<file path="src/rtl/assert_macros.svh">
// Assertion helpers used by the hash table RTL.
`ifndef ASSERT_MACROS_SVH
`define ASSERT_MACROS_SVH

// The consequent must hold in the same cycle as the antecedent.
`define LPHT_ASSERT_IMP(name, clk, rst, ante, cons, msg) \
   name: assert property (@(posedge clk) disable iff (rst) (ante) |-> (cons)) \
      else $error(msg);

// The consequent must hold in the cycle after the antecedent.
`define LPHT_ASSERT_NEXT(name, clk, rst, ante, cons, msg) \
   name: assert property (@(posedge clk) disable iff (rst) (ante) |=> (cons)) \
      else $error(msg);

`endif

</file>
<file path="src/rtl/lpht_pkg.sv">
package lpht_pkg;

   // Register and field widths fixed by the interface, and the reset table size.
   localparam int CSR_W      = 5;
   localparam int SIZE_RESET = 16;
   localparam int RAW_KEY_W  = 64;
   localparam int LEN_W      = 4;
   localparam int VALUE_W    = 32;

   // The byte sum of an eight byte key is at most 8 * 255, which needs 11 bits.
   localparam int SUM_W = 11;
   // The divisor is shifted up by SUM_W bits at the start of the remainder.
   localparam int DSH_W = SUM_W + CSR_W;
   // Two remainder bits are resolved per cycle, twelve shift positions in all.
   localparam int MOD_PAIRS = (SUM_W + 1) / 2;

   typedef enum logic {
      KIND_INSERT = 1'b0,
      KIND_LOOKUP = 1'b1
   } kind_type;

   typedef enum logic [1:0] {
      STATUS_OK      = 2'd0,
      STATUS_REFUSED = 2'd1,
      STATUS_MISS    = 2'd2
   } status_type;

endpackage

</file>
<file path="src/rtl/lpht_req_if.sv">
interface lpht_req_if
   import lpht_pkg::*;
();
   logic                 valid;
   logic                 ready;
   kind_type             kind;
   logic [RAW_KEY_W-1:0] key_bytes;
   logic [LEN_W-1:0]     key_length;
   logic [VALUE_W-1:0]   value;

   modport source (output valid, kind, key_bytes, key_length, value, input ready);
   modport sink (input valid, kind, key_bytes, key_length, value, output ready);
endinterface

</file>
<file path="src/rtl/lpht_rsp_if.sv">
interface lpht_rsp_if
   import lpht_pkg::*;
();
   logic               valid;
   logic               ready;
   status_type         status;
   logic [VALUE_W-1:0] found_value;

   modport source (output valid, status, found_value, input ready);
   modport sink (input valid, status, found_value, output ready);
endinterface

</file>
<file path="src/rtl/lpht_ram.sv">
module lpht_ram #(
   parameter int WIDTH = 8,
   parameter int DEPTH = 16
) (
   input  logic                                    clock,
   input  logic                                    wr_en,
   input  logic [(DEPTH > 1 ? $clog2(DEPTH) : 1)-1:0] wr_addr,
   input  logic [WIDTH-1:0]                        wr_data,
   input  logic [(DEPTH > 1 ? $clog2(DEPTH) : 1)-1:0] rd_addr,
   output logic [WIDTH-1:0]                        rd_data
);
   logic [WIDTH-1:0] mem_ff [DEPTH];
   logic [WIDTH-1:0] rd_data_ff;

   always_ff @(posedge clock) begin
      if (wr_en) begin
         mem_ff[wr_addr] <= wr_data;
      end
      rd_data_ff <= mem_ff[rd_addr];
   end

   assign rd_data = rd_data_ff;
endmodule

</file>
<file path="src/rtl/linear_probe_hash_table.sv">
// Key/value table with open addressing and linear probing.
// The req channel carries one transaction per operation: an insert of a key with a
// value, or a lookup of a key. Keys are up to eight bytes, cut at the given length
// and at the first zero byte. The rsp channel returns exactly one transaction per
// request, in order, with a status and, on a lookup hit, the stored value.
// The csr port writes the table size (slots in use, clamped to 1..SLOTS and to 31).
// Write it only while no request is in flight.
// Operation: the request is taken and its key normalized and summed into the request
// registers, then ST_MOD finds the remainder of the byte sum by the table size (two
// bits per cycle), then ST_PROBE reads one slot after another from the key/value
// memory, which answers one read per cycle. The result lands in the output register
// at the end of the last probe; the block works on one operation at a time, and the
// next request is accepted as soon as the block returns to idle.
// Reset clears all slot used bits at once and sets the table size to 16.
// When the receiver stalls, one finished transaction waits in the output register
// while the next request is taken and worked on; that request holds its last probe
// until the output register is free, and only then commits an insert.

`include "assert_macros.svh"

module linear_probe_hash_table
   import lpht_pkg::*;
#(
   parameter int SLOTS     = 16,
   parameter int KEY_BYTES = 8
) (
   input  logic             clock,
   input  logic             reset,
   lpht_req_if.sink         req_if,
   lpht_rsp_if.source       rsp_if,
   input  logic             csr_write_enable,
   input  logic [CSR_W-1:0] csr_write_data
);
   // The size register holds at most 31, so slots above that are never probed.
   localparam int MAX_USE = (SLOTS < 31) ? SLOTS : 31;
   localparam int IW      = (MAX_USE > 1) ? $clog2(MAX_USE) : 1;
   localparam int KEY_W   = 8 * KEY_BYTES;
   localparam int ENTRY_W = KEY_W + VALUE_W;
   localparam int PAIR_W  = $clog2(MAX_USE > 0 ? MOD_PAIRS : 1);

   typedef enum logic [1:0] {
      ST_IDLE,
      ST_MOD,
      ST_PROBE
   } state_type;

   state_type            state_ff, state_in;
   logic [CSR_W-1:0]     csr_size_ff, csr_size_in;
   logic [CSR_W-1:0]     size_ff, size_in;
   kind_type             kind_ff, kind_in;
   logic [KEY_W-1:0]     key_ff, key_in;
   logic [VALUE_W-1:0]   value_ff, value_in;
   logic [SUM_W-1:0]     rem_ff, rem_in;
   logic [DSH_W-1:0]     dsh_ff, dsh_in;
   logic [PAIR_W-1:0]    pair_ff, pair_in;
   logic [IW-1:0]        probe_ff, probe_in;
   logic [CSR_W-1:0]     cnt_ff, cnt_in;
   logic [MAX_USE-1:0]   used_ff, used_in;
   logic                 rsp_valid_ff, rsp_valid_in;
   status_type           rsp_status_ff, rsp_status_in;
   logic [VALUE_W-1:0]   rsp_value_ff, rsp_value_in;

   logic                 ram_we;
   logic [ENTRY_W-1:0]   ram_rd_data;

   // Key normalization and the byte sum for the request at the port.
   logic [RAW_KEY_W-1:0] norm_key;
   logic [SUM_W-1:0]     key_sum;
   logic [CSR_W-1:0]     eff_size;

   always_comb begin
      logic [LEN_W-1:0] n;
      logic             alive;
      logic [7:0]       b;
      norm_key = '0;
      key_sum  = '0;
      alive    = 1'b1;
      n = (req_if.key_length > LEN_W'(KEY_BYTES)) ? LEN_W'(KEY_BYTES) : req_if.key_length;
      for (int i = 0; i < 8; i++) begin
         b     = req_if.key_bytes[8*i +: 8];
         alive = alive && (LEN_W'(i) < n) && (b != 8'd0);
         if (alive) begin
            norm_key[8*i +: 8] = b;
            key_sum            = key_sum + SUM_W'(b);
         end
      end
   end

   // A size of zero acts as one; anything above the table depth acts as the depth.
   always_comb begin
      if (csr_size_ff == '0) begin
         eff_size = CSR_W'(1);
      end else if (csr_size_ff > CSR_W'(MAX_USE)) begin
         eff_size = CSR_W'(MAX_USE);
      end else begin
         eff_size = csr_size_ff;
      end
   end

   // Two restoring remainder steps per cycle.
   logic [SUM_W-1:0] rem_a, rem_b;
   logic [DSH_W-1:0] dsh_half;

   always_comb begin
      dsh_half = dsh_ff >> 1;
      rem_a    = rem_ff;
      if (DSH_W'(rem_ff) >= dsh_ff) begin
         rem_a = rem_ff - SUM_W'(dsh_ff);
      end
      rem_b = rem_a;
      if (DSH_W'(rem_a) >= dsh_half) begin
         rem_b = rem_a - SUM_W'(dsh_half);
      end
   end

   // Probe evaluation against the entry read for probe_ff.
   logic [KEY_W-1:0]   slot_key;
   logic [VALUE_W-1:0] slot_value;
   logic               slot_used;
   logic               key_hit;
   logic               stop_here;
   logic               exhausted;
   logic               out_free;
   logic [IW-1:0]      probe_next;

   assign slot_key   = ram_rd_data[ENTRY_W-1:VALUE_W];
   assign slot_value = ram_rd_data[VALUE_W-1:0];
   assign slot_used  = used_ff[probe_ff];
   assign key_hit    = slot_used && (slot_key == key_ff);
   assign stop_here  = !slot_used || key_hit;
   assign exhausted  = (cnt_ff == size_ff - CSR_W'(1));
   assign out_free   = !rsp_valid_ff || rsp_if.ready;
   assign probe_next = (CSR_W'(probe_ff) == size_ff - CSR_W'(1)) ? '0 : probe_ff + IW'(1);

   always_comb begin
      state_in      = state_ff;
      csr_size_in   = csr_write_enable ? csr_write_data : csr_size_ff;
      size_in       = size_ff;
      kind_in       = kind_ff;
      key_in        = key_ff;
      value_in      = value_ff;
      rem_in        = rem_ff;
      dsh_in        = dsh_ff;
      pair_in       = pair_ff;
      probe_in      = probe_ff;
      cnt_in        = cnt_ff;
      used_in       = used_ff;
      rsp_valid_in  = rsp_valid_ff && !rsp_if.ready;
      rsp_status_in = rsp_status_ff;
      rsp_value_in  = rsp_value_ff;
      ram_we        = 1'b0;

      unique case (state_ff)
         ST_IDLE: begin
            if (req_if.valid) begin
               kind_in  = req_if.kind;
               key_in   = norm_key[KEY_W-1:0];
               value_in = req_if.value;
               size_in  = eff_size;
               rem_in   = key_sum;
               dsh_in   = {eff_size, {SUM_W{1'b0}}};
               pair_in  = '0;
               state_in = ST_MOD;
            end
         end
         ST_MOD: begin
            rem_in  = rem_b;
            dsh_in  = dsh_ff >> 2;
            pair_in = pair_ff + PAIR_W'(1);
            if (pair_ff == PAIR_W'(MOD_PAIRS - 1)) begin
               // The remainder is the home slot; its read is issued at this edge.
               probe_in = IW'(rem_b);
               cnt_in   = '0;
               state_in = ST_PROBE;
            end
         end
         ST_PROBE: begin
            if (stop_here || exhausted) begin
               if (out_free) begin
                  rsp_valid_in = 1'b1;
                  rsp_value_in = '0;
                  if (kind_ff == KIND_INSERT) begin
                     if (stop_here && !slot_used) begin
                        used_in[probe_ff] = 1'b1;
                        ram_we            = 1'b1;
                        rsp_status_in     = STATUS_OK;
                     end else begin
                        rsp_status_in = STATUS_REFUSED;
                     end
                  end else begin
                     if (key_hit) begin
                        rsp_status_in = STATUS_OK;
                        rsp_value_in  = slot_value;
                     end else begin
                        rsp_status_in = STATUS_MISS;
                     end
                  end
                  state_in = ST_IDLE;
               end
            end else begin
               probe_in = probe_next;
               cnt_in   = cnt_ff + CSR_W'(1);
            end
         end
         default: begin
            state_in = ST_IDLE;
         end
      endcase
   end

   always_ff @(posedge clock) begin
      if (reset) begin
         state_ff     <= ST_IDLE;
         csr_size_ff  <= CSR_W'(SIZE_RESET);
         used_ff      <= '0;
         rsp_valid_ff <= 1'b0;
      end else begin
         state_ff     <= state_in;
         csr_size_ff  <= csr_size_in;
         used_ff      <= used_in;
         rsp_valid_ff <= rsp_valid_in;
      end
      size_ff       <= size_in;
      kind_ff       <= kind_in;
      key_ff        <= key_in;
      value_ff      <= value_in;
      rem_ff        <= rem_in;
      dsh_ff        <= dsh_in;
      pair_ff       <= pair_in;
      probe_ff      <= probe_in;
      cnt_ff        <= cnt_in;
      rsp_status_ff <= rsp_status_in;
      rsp_value_ff  <= rsp_value_in;
   end

   // Keys and values live in one memory; the read address follows the next probe
   // slot so the entry for probe_ff is on the read port in every probe cycle.
   lpht_ram #(
      .WIDTH (ENTRY_W),
      .DEPTH (MAX_USE)
   ) u_entry_ram (
      .clock   (clock),
      .wr_en   (ram_we),
      .wr_addr (probe_ff),
      .wr_data ({key_ff, value_ff}),
      .rd_addr (probe_in),
      .rd_data (ram_rd_data)
   );

   assign req_if.ready       = (state_ff == ST_IDLE);
   assign rsp_if.valid       = rsp_valid_ff;
   assign rsp_if.status      = rsp_status_ff;
   assign rsp_if.found_value = rsp_value_ff;

   `LPHT_ASSERT_NEXT(a_home_in_range, clock, reset,
      state_ff == ST_MOD && pair_ff == PAIR_W'(MOD_PAIRS - 1),
      CSR_W'(probe_ff) < size_ff, "home slot is not below the table size")
   `LPHT_ASSERT_IMP(a_probe_in_range, clock, reset, state_ff == ST_PROBE,
      CSR_W'(probe_ff) < size_ff, "probe slot outside the table")
   `LPHT_ASSERT_IMP(a_probe_count, clock, reset, state_ff == ST_PROBE,
      cnt_ff < size_ff, "probe ran past the table size")
   `LPHT_ASSERT_IMP(a_no_overwrite, clock, reset, ram_we,
      !used_ff[probe_ff] && rsp_valid_in, "insert wrote a used slot or lost its response")
endmodule

</file>
<file path="src/flat_wrapper.sv">
// flat-port wrapper written by rule: the top's interface ports become plain ports
module linear_probe_hash_table_flat import lpht_pkg::*;
#(
   parameter int SLOTS     = 16,
   parameter int KEY_BYTES = 8
)
  (clock, reset, csr_write_enable, csr_write_data, req_if_valid, req_if_kind, req_if_key_bytes, req_if_key_length, req_if_value, req_if_ready, rsp_if_valid, rsp_if_status, rsp_if_found_value, rsp_if_ready);
  lpht_req_if req_if_i ();
  lpht_rsp_if rsp_if_i ();
  input  logic clock;
  input  logic reset;
  input  logic csr_write_enable;
  input  logic [CSR_W-1:0] csr_write_data;
  input wire logic [$bits(req_if_i.valid)-1:0] req_if_valid;
  input wire logic [$bits(req_if_i.kind)-1:0] req_if_kind;
  input wire logic [$bits(req_if_i.key_bytes)-1:0] req_if_key_bytes;
  input wire logic [$bits(req_if_i.key_length)-1:0] req_if_key_length;
  input wire logic [$bits(req_if_i.value)-1:0] req_if_value;
  output wire logic [$bits(req_if_i.ready)-1:0] req_if_ready;
  output wire logic [$bits(rsp_if_i.valid)-1:0] rsp_if_valid;
  output wire logic [$bits(rsp_if_i.status)-1:0] rsp_if_status;
  output wire logic [$bits(rsp_if_i.found_value)-1:0] rsp_if_found_value;
  input wire logic [$bits(rsp_if_i.ready)-1:0] rsp_if_ready;
  assign req_if_i.valid = req_if_valid;
  assign req_if_i.kind = req_if_kind;
  assign req_if_i.key_bytes = req_if_key_bytes;
  assign req_if_i.key_length = req_if_key_length;
  assign req_if_i.value = req_if_value;
  assign req_if_ready = req_if_i.ready;
  assign rsp_if_valid = rsp_if_i.valid;
  assign rsp_if_status = rsp_if_i.status;
  assign rsp_if_found_value = rsp_if_i.found_value;
  assign rsp_if_i.ready = rsp_if_ready;
  linear_probe_hash_table #(.SLOTS(SLOTS), .KEY_BYTES(KEY_BYTES)) u_core (.clock(clock), .reset(reset), .req_if(req_if_i), .rsp_if(rsp_if_i), .csr_write_enable(csr_write_enable), .csr_write_data(csr_write_data));
endmodule
</file>
<file path="config.mk">
export PLATFORM = sky130hd
export DESIGN_NAME = linear_probe_hash_table_flat
export DESIGN_NICKNAME = d
export VERILOG_FILES = /design/src/rtl/lpht_pkg.sv /design/src/rtl/lpht_req_if.sv /design/src/rtl/lpht_rsp_if.sv /design/src/rtl/lpht_ram.sv /design/src/rtl/linear_probe_hash_table.sv /design/src/flat_wrapper.sv
export VERILOG_INCLUDE_DIRS = /design/src /design/src/rtl
export SDC_FILE = /design/constraint.sdc
export NUM_CORES = 2
export LEC_CHECK = 0
export BUFFER_PORTS_ARGS = -buffer_cell sky130_fd_sc_hd__buf_2
export CORE_ASPECT_RATIO = 0.7
export CORE_MARGIN = 4
export CORE_UTILIZATION = 36
export DETAILED_ROUTE_END_ITERATION = 16
export GPL_TIMING_DRIVEN = 0
export PLACE_DENSITY = 0.55
export SLEW_MARGIN = 30
export SYNTH_ARGS = -nofsm -noshare
export SYNTH_HDL_FRONTEND = slang
export SYNTH_SLANG_ARGS = --single-unit
</file>
<file path="constraint.sdc">
create_clock -name clock -period 17.6 [get_ports clock]
set_input_delay 0.88 -clock clock [delete_from_list [all_inputs] [get_ports clock]]
set_output_delay 0.88 -clock clock [all_outputs]
set_load 0.02 [all_outputs]
</file>
# == After elaboration in Yosys (flattened, before gate mapping) ==
# Memories as Yosys holds them, arrays and structs flattened. A register that Yosys moved wholly into a read port is not among the register bits.
# Cells that the tools add are included.
# totals
ff_bits,199
mem_bits_rw,1536
in_bits,111
wordCells,155
memories,1
# mem_list
name,depth,width,read_ports,rd_clocked_by_memory_dff,wr,line_no,text
u_core.u_entry_ram.mem_ff,16,96,1,1,1,lpht_ram.sv:12,logic [WIDTH-1:0] mem_ff [DEPTH];
# op_classes
addsub,13
n_lt_le_gt_ge,14
n_eq_ne,11
mux,48
n_bitwise,2
reduce_logical,44
# ops
op,n
2-to-1 mux 11 bit,10
adder 11 x 8 -> 11 bit,6
equality test 64 bit,1
nonzero test 8 bit,8
one-hot mux 16 bit (2 select lines),1
one-hot mux 11 bit (2 select lines),1
subtractor 11 bit,2
2-to-1 mux 5 bit,4
logical AND 1 bit,19
>= comparator 11 x 16 -> 1 bit,1
"< comparator 3 x 4 -> 1 bit, first input constant",4
2-to-1 mux 16 bit,1
2-to-1 mux 4 bit,4
bitwise OR 16 bit,1
>= comparator 11 x 15 -> 1 bit,1
2-to-1 mux 1 bit,13
2-to-1 mux 2 bit,6
one-hot mux 5 bit (2 select lines),1
adder 8 x 8 -> 9 bit,1
"< comparator 1 x 4 -> 1 bit, first input constant",2
"< comparator 2 x 4 -> 1 bit, first input constant",2
2-to-1 mux 8 bit,1
one-hot mux 4 bit (2 select lines),1
"!= test 2 x 1 -> 1 bit, second input constant",3
other kinds (29),38

# == Longest topological paths before layout ==
# logic_depth
depth_word,21
depth_mapped,45
ltp_nobuf,45

# == Hierarchy ==
# From an unflattened synthesis, not the netlist that was laid out.
# unflattened
hier_cells,3739
area_unflattened_um2,72687.2
# modules_own_cells
mod,n_inst,cells_per_inst,area_each_um2
lpht_ram,1,2460,59355.7
linear_probe_hash_table,1,1279,13331.5

# == Worst setup path after synthesis ==
# No wires, ideal clock.
# synth_timing
path_kind,register to register
start,register u_core.probe_ff[0]
end,"memory u_core.u_entry_ram.mem_ff[0][0] (netlist name), enable pin"
setup_time_ps,670
arrival_ps,8836
path_slack_ps,8094
path_stages_with_launch,7
n_path_buf,1
path_cell_list,dfxtp_1 > buf_4 > mux4_2 > mux4_2 > nor4b_1 > nand2_1 > nor3_1
# synth_via
elab_chain_cells,12
word_cells_on_any_way,14
# synth_lines
item,line_no,text
from (decl),linear_probe_hash_table.sv:56,"logic [IW-1:0] probe_ff, probe_in;"
from (signal assigned),linear_probe_hash_table.sv:230,probe_ff <= probe_in;
binary-select mux 1 bit (select 4 bit),linear_probe_hash_table.sv:128,assign slot_used = used_ff[probe_ff];
2-to-1 mux 1 bit (not written as such),linear_probe_hash_table.sv:128,
zero test 1 bit / logical AND 1 bit (equally long branches),"linear_probe_hash_table.sv:130, linear_probe_hash_table.sv:183, linear_probe_hash_table.sv:129",
logical OR 1 bit,linear_probe_hash_table.sv:130,assign stop_here = !slot_used || key_hit;
logical AND 1 bit,linear_probe_hash_table.sv:183,if (stop_here && !slot_used) begin
2-to-1 mux 1 bit,linear_probe_hash_table.sv:183,
2-to-1 mux 1 bit,linear_probe_hash_table.sv:182,if (kind_ff == KIND_INSERT) begin
2-to-1 mux 1 bit,linear_probe_hash_table.sv:179,if (out_free) begin
2-to-1 mux 1 bit,linear_probe_hash_table.sv:178,if (stop_here || exhausted) begin
2-to-1 mux 1 bit,linear_probe_hash_table.sv:153,unique case (state_ff)
2-to-1 mux 1 bit,lpht_ram.sv:16,if (wr_en) begin
2-to-1 mux 1 bit (not written as such),lpht_ram.sv:17,mem_ff[wr_addr] <= wr_data;
to (decl),lpht_ram.sv:12,
# Parallel ways exist; a longest one is shown, timed or not. The select of a mux whose other input is x is not followed.

# == Worst setup path after layout ==
# layout_timing
start,input port req_if_key_length[3]
end,"register u_core.rem_ff[10], data pin"
# layout_via
elab_chain_cells,21
word_cells_on_any_way,42
# layout_lines
item,line_no,text
from (decl),flat_wrapper.sv:17,input wire logic [$bits(req_if_i.key_length)-1:0] req_if_key_length;
> comparator 4 bit,linear_probe_hash_table.sv:78,n = (req_if.key_length > LEN_W'(KEY_BYTES)) ? LEN_W'(KEY_BYTES) : req_if.key_length;
2-to-1 mux 4 bit *,linear_probe_hash_table.sv:78,
< comparator 1 x 4 -> 1 bit,linear_probe_hash_table.sv:81,alive = alive && (LEN_W'(i) < n) && (b != 8'd0);
logical AND 1 bit,linear_probe_hash_table.sv:81,
2-to-1 mux 8 bit / logical AND 1 bit (equally long branches),"linear_probe_hash_table.sv:82, linear_probe_hash_table.sv:81",
adder 8 x 8 -> 9 bit / logical AND 1 bit (equally long branches),"linear_probe_hash_table.sv:84, linear_probe_hash_table.sv:81",
2-to-1 mux 11 bit / logical AND 1 bit (equally long branches),"linear_probe_hash_table.sv:82, linear_probe_hash_table.sv:81",
adder 11 x 8 -> 11 bit / logical AND 1 bit (equally long branches),"linear_probe_hash_table.sv:84, linear_probe_hash_table.sv:81",
(+6 left out),-,
2-to-1 mux 11 bit / logical AND 1 bit (equally long branches),"linear_probe_hash_table.sv:82, linear_probe_hash_table.sv:81",
adder 11 x 8 -> 11 bit / logical AND 1 bit (equally long branches),"linear_probe_hash_table.sv:84, linear_probe_hash_table.sv:81",
2-to-1 mux 11 bit / logical AND 1 bit (equally long branches),"linear_probe_hash_table.sv:82, linear_probe_hash_table.sv:81",
adder 11 x 8 -> 11 bit / logical AND 1 bit (equally long branches),"linear_probe_hash_table.sv:84, linear_probe_hash_table.sv:81",
2-to-1 mux 11 bit *,linear_probe_hash_table.sv:82,if (alive) begin
2-to-1 mux 11 bit *,linear_probe_hash_table.sv:155,if (req_if.valid) begin
one-hot mux 11 bit (2 select lines) *,linear_probe_hash_table.sv:153,
via u_core.rem_in[10],linear_probe_hash_table.sv:53,"logic [SUM_W-1:0] rem_ff, rem_in;"
to (signal assigned),linear_probe_hash_table.sv:227,rem_ff <= rem_in;
to (decl),linear_probe_hash_table.sv:53,
# Mark *: on every way through the listed nets, which the timed path passes. The rest lies on a longest branch. The select of a mux whose other input is x is not followed.
# A chain may end at the register's enable or synchronous reset.

==> results_tabular.tex <==
\begin{tabular}{lr}
\hline
Metric & Value \\
\hline
\multicolumn{2}{l}{\textbf{Status}} \\
Run status & finished clean \\
\multicolumn{2}{l}{\textbf{Timing}} \\
Total count of hold-check failures in the final report & 0 \\
Number of max-slew violations in the final report & 0 \\
RSZ-0062 raised after global routing & false \\
Post-route minimum period & 9.64 ns \\
Number of endpoints failing setup at the final stage & 0 \\
Slew headroom & 0.250 \\
Maximum clock frequency & 104 MHz \\
Worst-Margin Slew & about 1.1 ns \\
Fin crit share & 0.548 \\
Largest clock skew in the final design & 0.0671 ns \\
\multicolumn{2}{l}{\textbf{Floorplan}} \\
Die Wd & 550 µm \\
Full die area & about 210000 µm² \\
\# IOs & 147 \\
Floorplan die height & around 390 µm \\
Starting density of the core & 0.364 \\
Core Footprint & 203000 µm² \\
Standard-cell rows & 138 \\
\multicolumn{2}{l}{\textbf{Placement}} \\
Placed cell count & 7383 \\
\# port buffers & 145 \\
Half-perimeter wire length of the detailed placement result & 149 mm \\
Final RePlAce weighted congestion & between 0.8 and 0.9 \\
\multicolumn{2}{l}{\textbf{Yosys}} \\
Fraction of post-synthesis cell area in the top cell type by area & 0.693 \\
Most common cell in the netlist & sky130\_fd\_sc\_hd\_\_edfxtp\_1 \\
Number of synthesized flops with an enable pin & 1707 \\
Post-synthesis sequential area ratio & 0.726 \\
Post-Synthesis Cells & 4338 \\
Async set or reset register ratio after synthesis & 0 \\
Syn\_area\_per\_cell & 17.1 µm² \\
Mapped Area & between 70000 and 80000 µm² \\
Syn. warnings & 0 \\
Synth Net Count & 4547 \\
Biggest area consumer among synthesized cells & sky130\_fd\_sc\_hd\_\_edfxtp\_1 \\
Dominant synthesized flop cell & sky130\_fd\_sc\_hd\_\_edfxtp\_1 \\
Yosys reg bits & 1831 \\
Number of distinct standard cells referenced by the synthesized netlist & 75 \\
Top cell types by occurrence after synthesis & sky130\_fd\_sc\_hd\_\_edfxtp\_1, sky130\_fd\_sc\_hd\_\_mux2i\_1, sky130\_fd\_sc\_hd\_\_nand2\_1, sky130\_fd\_sc\_hd\_\_nor2\_1, sky130\_fd\_sc\_hd\_\_mux4\_2 \\
Cell types occupying the most area after synthesis & sky130\_fd\_sc\_hd\_\_edfxtp\_1, sky130\_fd\_sc\_hd\_\_mux4\_2, sky130\_fd\_sc\_hd\_\_mux2i\_1, sky130\_fd\_sc\_hd\_\_dfxtp\_1, sky130\_fd\_sc\_hd\_\_mux2\_2 \\
\multicolumn{2}{l}{\textbf{Finish}} \\
Fill cell total of the finished layout & 18000 \\
Number of nets in the final layout & between 5000 and 6000 \\
Area Overhead vs Synth & 17.7\% \\
Layout cell share with drive strength beyond 1 & 0.218 \\
Area used by multi-input combinational logic & 19100 µm² \\
Register cell area after layout & 53700 µm² \\
Final cell count without fillers & 7707 \\
\multicolumn{2}{l}{\textbf{Routing}} \\
Post-route antenna net violation count & 0 \\
Number of remaining DRC errors & 0 \\
Routed Wire Length & 209 mm \\
Initial DRC Count & 4698 \\
Mean routed wirelength per cell & 27.2 µm \\
Ratio of routed vias to standard cells & approximately 5.3 \\
Vias post-DR & 41200 \\
Number of detailed-route iterations in the first pass & 5 \\
\multicolumn{2}{l}{\textbf{CTS}} \\
Skew-Pair Late Insertion Delay & 0.83 ns \\
Setup fix buffers added after clock tree synthesis & 0 \\
Clk sink count & $\sim$1800 \\
TritonCTS clock tree & yes \\
Count of instances resized after the clock tree is built & 0 \\
Clock-pin transition on the worst setup and hold timing paths & roughly 0.060 ns \\
Total number of H-tree levels & 4 \\
Cts hold-fix bufs & 0 \\
Clock Root Buffer & sky130\_fd\_sc\_hd\_\_clkbuf\_16 \\
Deepest clock path buffer count & 4 \\
Num CTS Buffers & 176 \\
\multicolumn{2}{l}{\textbf{Critical path}} \\
Class of the most critical setup path & input port to register \\
Crit start category & input port \\
Critical Path End Type & register \\
Slowest CP cell & sky130\_fd\_sc\_hd\_\_fa\_1 \\
Top cell family by delay on the critical path & compound AO/OA/AOI/OAI gates \\
Worst R2R Setup Slack & 8.88 ns \\
CP max FO & 10 \\
Arr. time, crit path & 10.27 ns \\
Worst path max stage delay & between 0.4 and 0.5 ns \\
Req. time, crit path & $\sim$18 ns \\
Number of buffer and inverter instances along the worst setup path & 5 \\
\multicolumn{2}{l}{\textbf{Global route}} \\
Number of global-route vias before repair & 40300 \\
Overflow left after global routing & 0 \\
Global-route wire length before repair & 298 mm \\
All-Layer GR Usage & 0.193 \\
Initial antenna violation count & 36 \\
Maximum number of pins on one net before global-route repair & 33 \\
\multicolumn{2}{l}{\textbf{Power and ir drop}} \\
Power density of the placed cells & 144 nW/µm² \\
Peak supply drop & just over 0.09 mV \\
Overall power after layout & 0.0126 W \\
Static leakage power & a little under 30 nW \\
\multicolumn{2}{l}{\textbf{Min path}} \\
Type of the most critical hold path & input port to register \\
\multicolumn{2}{l}{\textbf{Run}} \\
Number of maximum-capacitance constraint violations & 0 \\
\hline
\end{tabular}
[state kept, by name, indices dropped and copies added, names as in the netlist]
register	flops
u_core.cnt_ff	5
u_core.csr_size_ff	5
u_core.dsh_ff	16
u_core.key_ff	64
u_core.kind_ff	1
u_core.pair_ff	3
u_core.probe_ff	4
u_core.rem_ff	11
u_core.rsp_if.found_value	32
u_core.rsp_if.status	2
u_core.rsp_if.valid	1
u_core.size_ff	5
u_core.state_ff	2
u_core.u_entry_ram.mem_ff	1536
u_core.u_entry_ram.rd_data	96
u_core.used_ff	16
u_core.value_ff	32
[cell usage in the layout, fill, tap and decap left out, types with 11 or more instances in the layout]
cell type and count:
sky130_fd_sc_hd__and3_1 21, sky130_fd_sc_hd__buf_6 22, sky130_fd_sc_hd__buf_16 85, sky130_fd_sc_hd__bufinv_16 11
sky130_fd_sc_hd__a21oi_1 156, sky130_fd_sc_hd__dfxtp_1 124, sky130_fd_sc_hd__a21o_1 22, sky130_fd_sc_hd__o21ai_0 63
sky130_fd_sc_hd__mux2i_1 303, sky130_fd_sc_hd__a21boi_0 11, sky130_fd_sc_hd__and2_1 95, sky130_fd_sc_hd__inv_1 63
sky130_fd_sc_hd__clkbuf_16 182, sky130_fd_sc_hd__buf_2 221, sky130_fd_sc_hd__clkbuf_8 21, sky130_fd_sc_hd__clkinv_2 26
sky130_fd_sc_hd__nor4_1 32, sky130_fd_sc_hd__ha_1 89, sky130_fd_sc_hd__nand2_1 262, sky130_fd_sc_hd__a22oi_1 97
sky130_fd_sc_hd__buf_4 112, sky130_fd_sc_hd__nand3_1 108, sky130_fd_sc_hd__nor2b_1 18, sky130_fd_sc_hd__nand2b_1 11
sky130_fd_sc_hd__o211ai_1 102, sky130_fd_sc_hd__mux4_2 197, sky130_fd_sc_hd__edfxtp_1 1707, sky130_fd_sc_hd__o21a_1 16
sky130_fd_sc_hd__nor3_1 21, sky130_fd_sc_hd__mux2_2 127, sky130_fd_sc_hd__a211oi_1 19, sky130_fd_sc_hd__clkinv_1 11
sky130_fd_sc_hd__clkbuf_1 110, sky130_fd_sc_hd__xnor2_1 46, sky130_fd_sc_hd__nor2_1 199, sky130_fd_sc_hd__nor2_4 15
sky130_fd_sc_hd__xor2_1 80, sky130_fd_sc_hd__nand4_1 11
[final cells by class]
class | instances | area share
Timing Repair Buffer | 317 | 0.0440
Buffer | 204 | 0.0128
Clock inverter | 65 | 0.00754
Sequential cell | 1831 | 0.617
Inverter | 65 | 0.00280
Multi-Input combinational cell | 2238 | 0.219
Antenna cell | 8 | 0.000230
Clock buffer | 249 | 0.0576
Tap cell | 2730 | 0.0392
[where the power goes]
group	total (W)	switching (W)	internal [W]	leakage, nW
logic	0.00355	0.00220	0.00134	9.59
registers	0.00524	0.000195	0.00505	16.6
clock network	0.00377	0.00162	0.00215	2.77
total	0.0126	0.00402	0.00854	28.9
[metal layers]
metal | global-route usage | part of all wire | vias to the layer above | wire (µm)
met5 | 0 | 0.00024 | - | 51
met4 | 0.0387 | 0.019 | 8 | 4030
met3 | 0.0532 | 0.096 | 277 | 20100
met2 | 0.269 | 0.41 | 1621 | 86700
met1 | 0.301 | 0.47 | 21300 | 98400
li1 | - | - | 18000 | -
[stage by stage]
step | hold slack (ns) | setup slack, ns | instance area [µm²] | setup TNS (ns) | utilization
final | 0.223 | 7.96 | 87100 | 0 | 0.429
after detailed placement | 0.459 | 7.27 | 81400 | 0 | 0.401
after global routing | 0.177 | 7.32 | 87100 | 0 | 0.429
after global placement | 0.445 | -1.82 | 78200 | -614.57 | 0.385
after CTS | 0.163 | 8.07 | 87100 | 0 | 0.428
after floorplan | 0.435 | 8.09 | 74000 | 0 | -
[path summary, 6_finish.rpt]
kind,start,to,cells after the start
worst max-delay path,req_if_key_length[3],u_core.rem_ff[10],44
worst min-delay path,req_if_value[21],u_core.value_ff[21],1
worst max register to register,u_core.rem_ff[0],u_core.u_entry_ram.rd_data[82],26
worst min register to register,u_core.used_ff[15],u_core.used_ff[15],2
[kinds of logic (layout without fill, tap and decap cells)]
logic type,Yosys count,in the layout,synth area share
buffers and inverters,269,900,0.0183
xor gates and xnor gates,128,128,0.0151
adders and majority gates,98,98,0.0175
and+or+nand+nor,827,827,0.0522
other,0,8,0
muxes,628,628,0.120
DFF,1831,1831,0.726
AOI/OAI and AO/OA,557,557,0.0503
No activity file was read; power rests on OpenSTA's default activity.
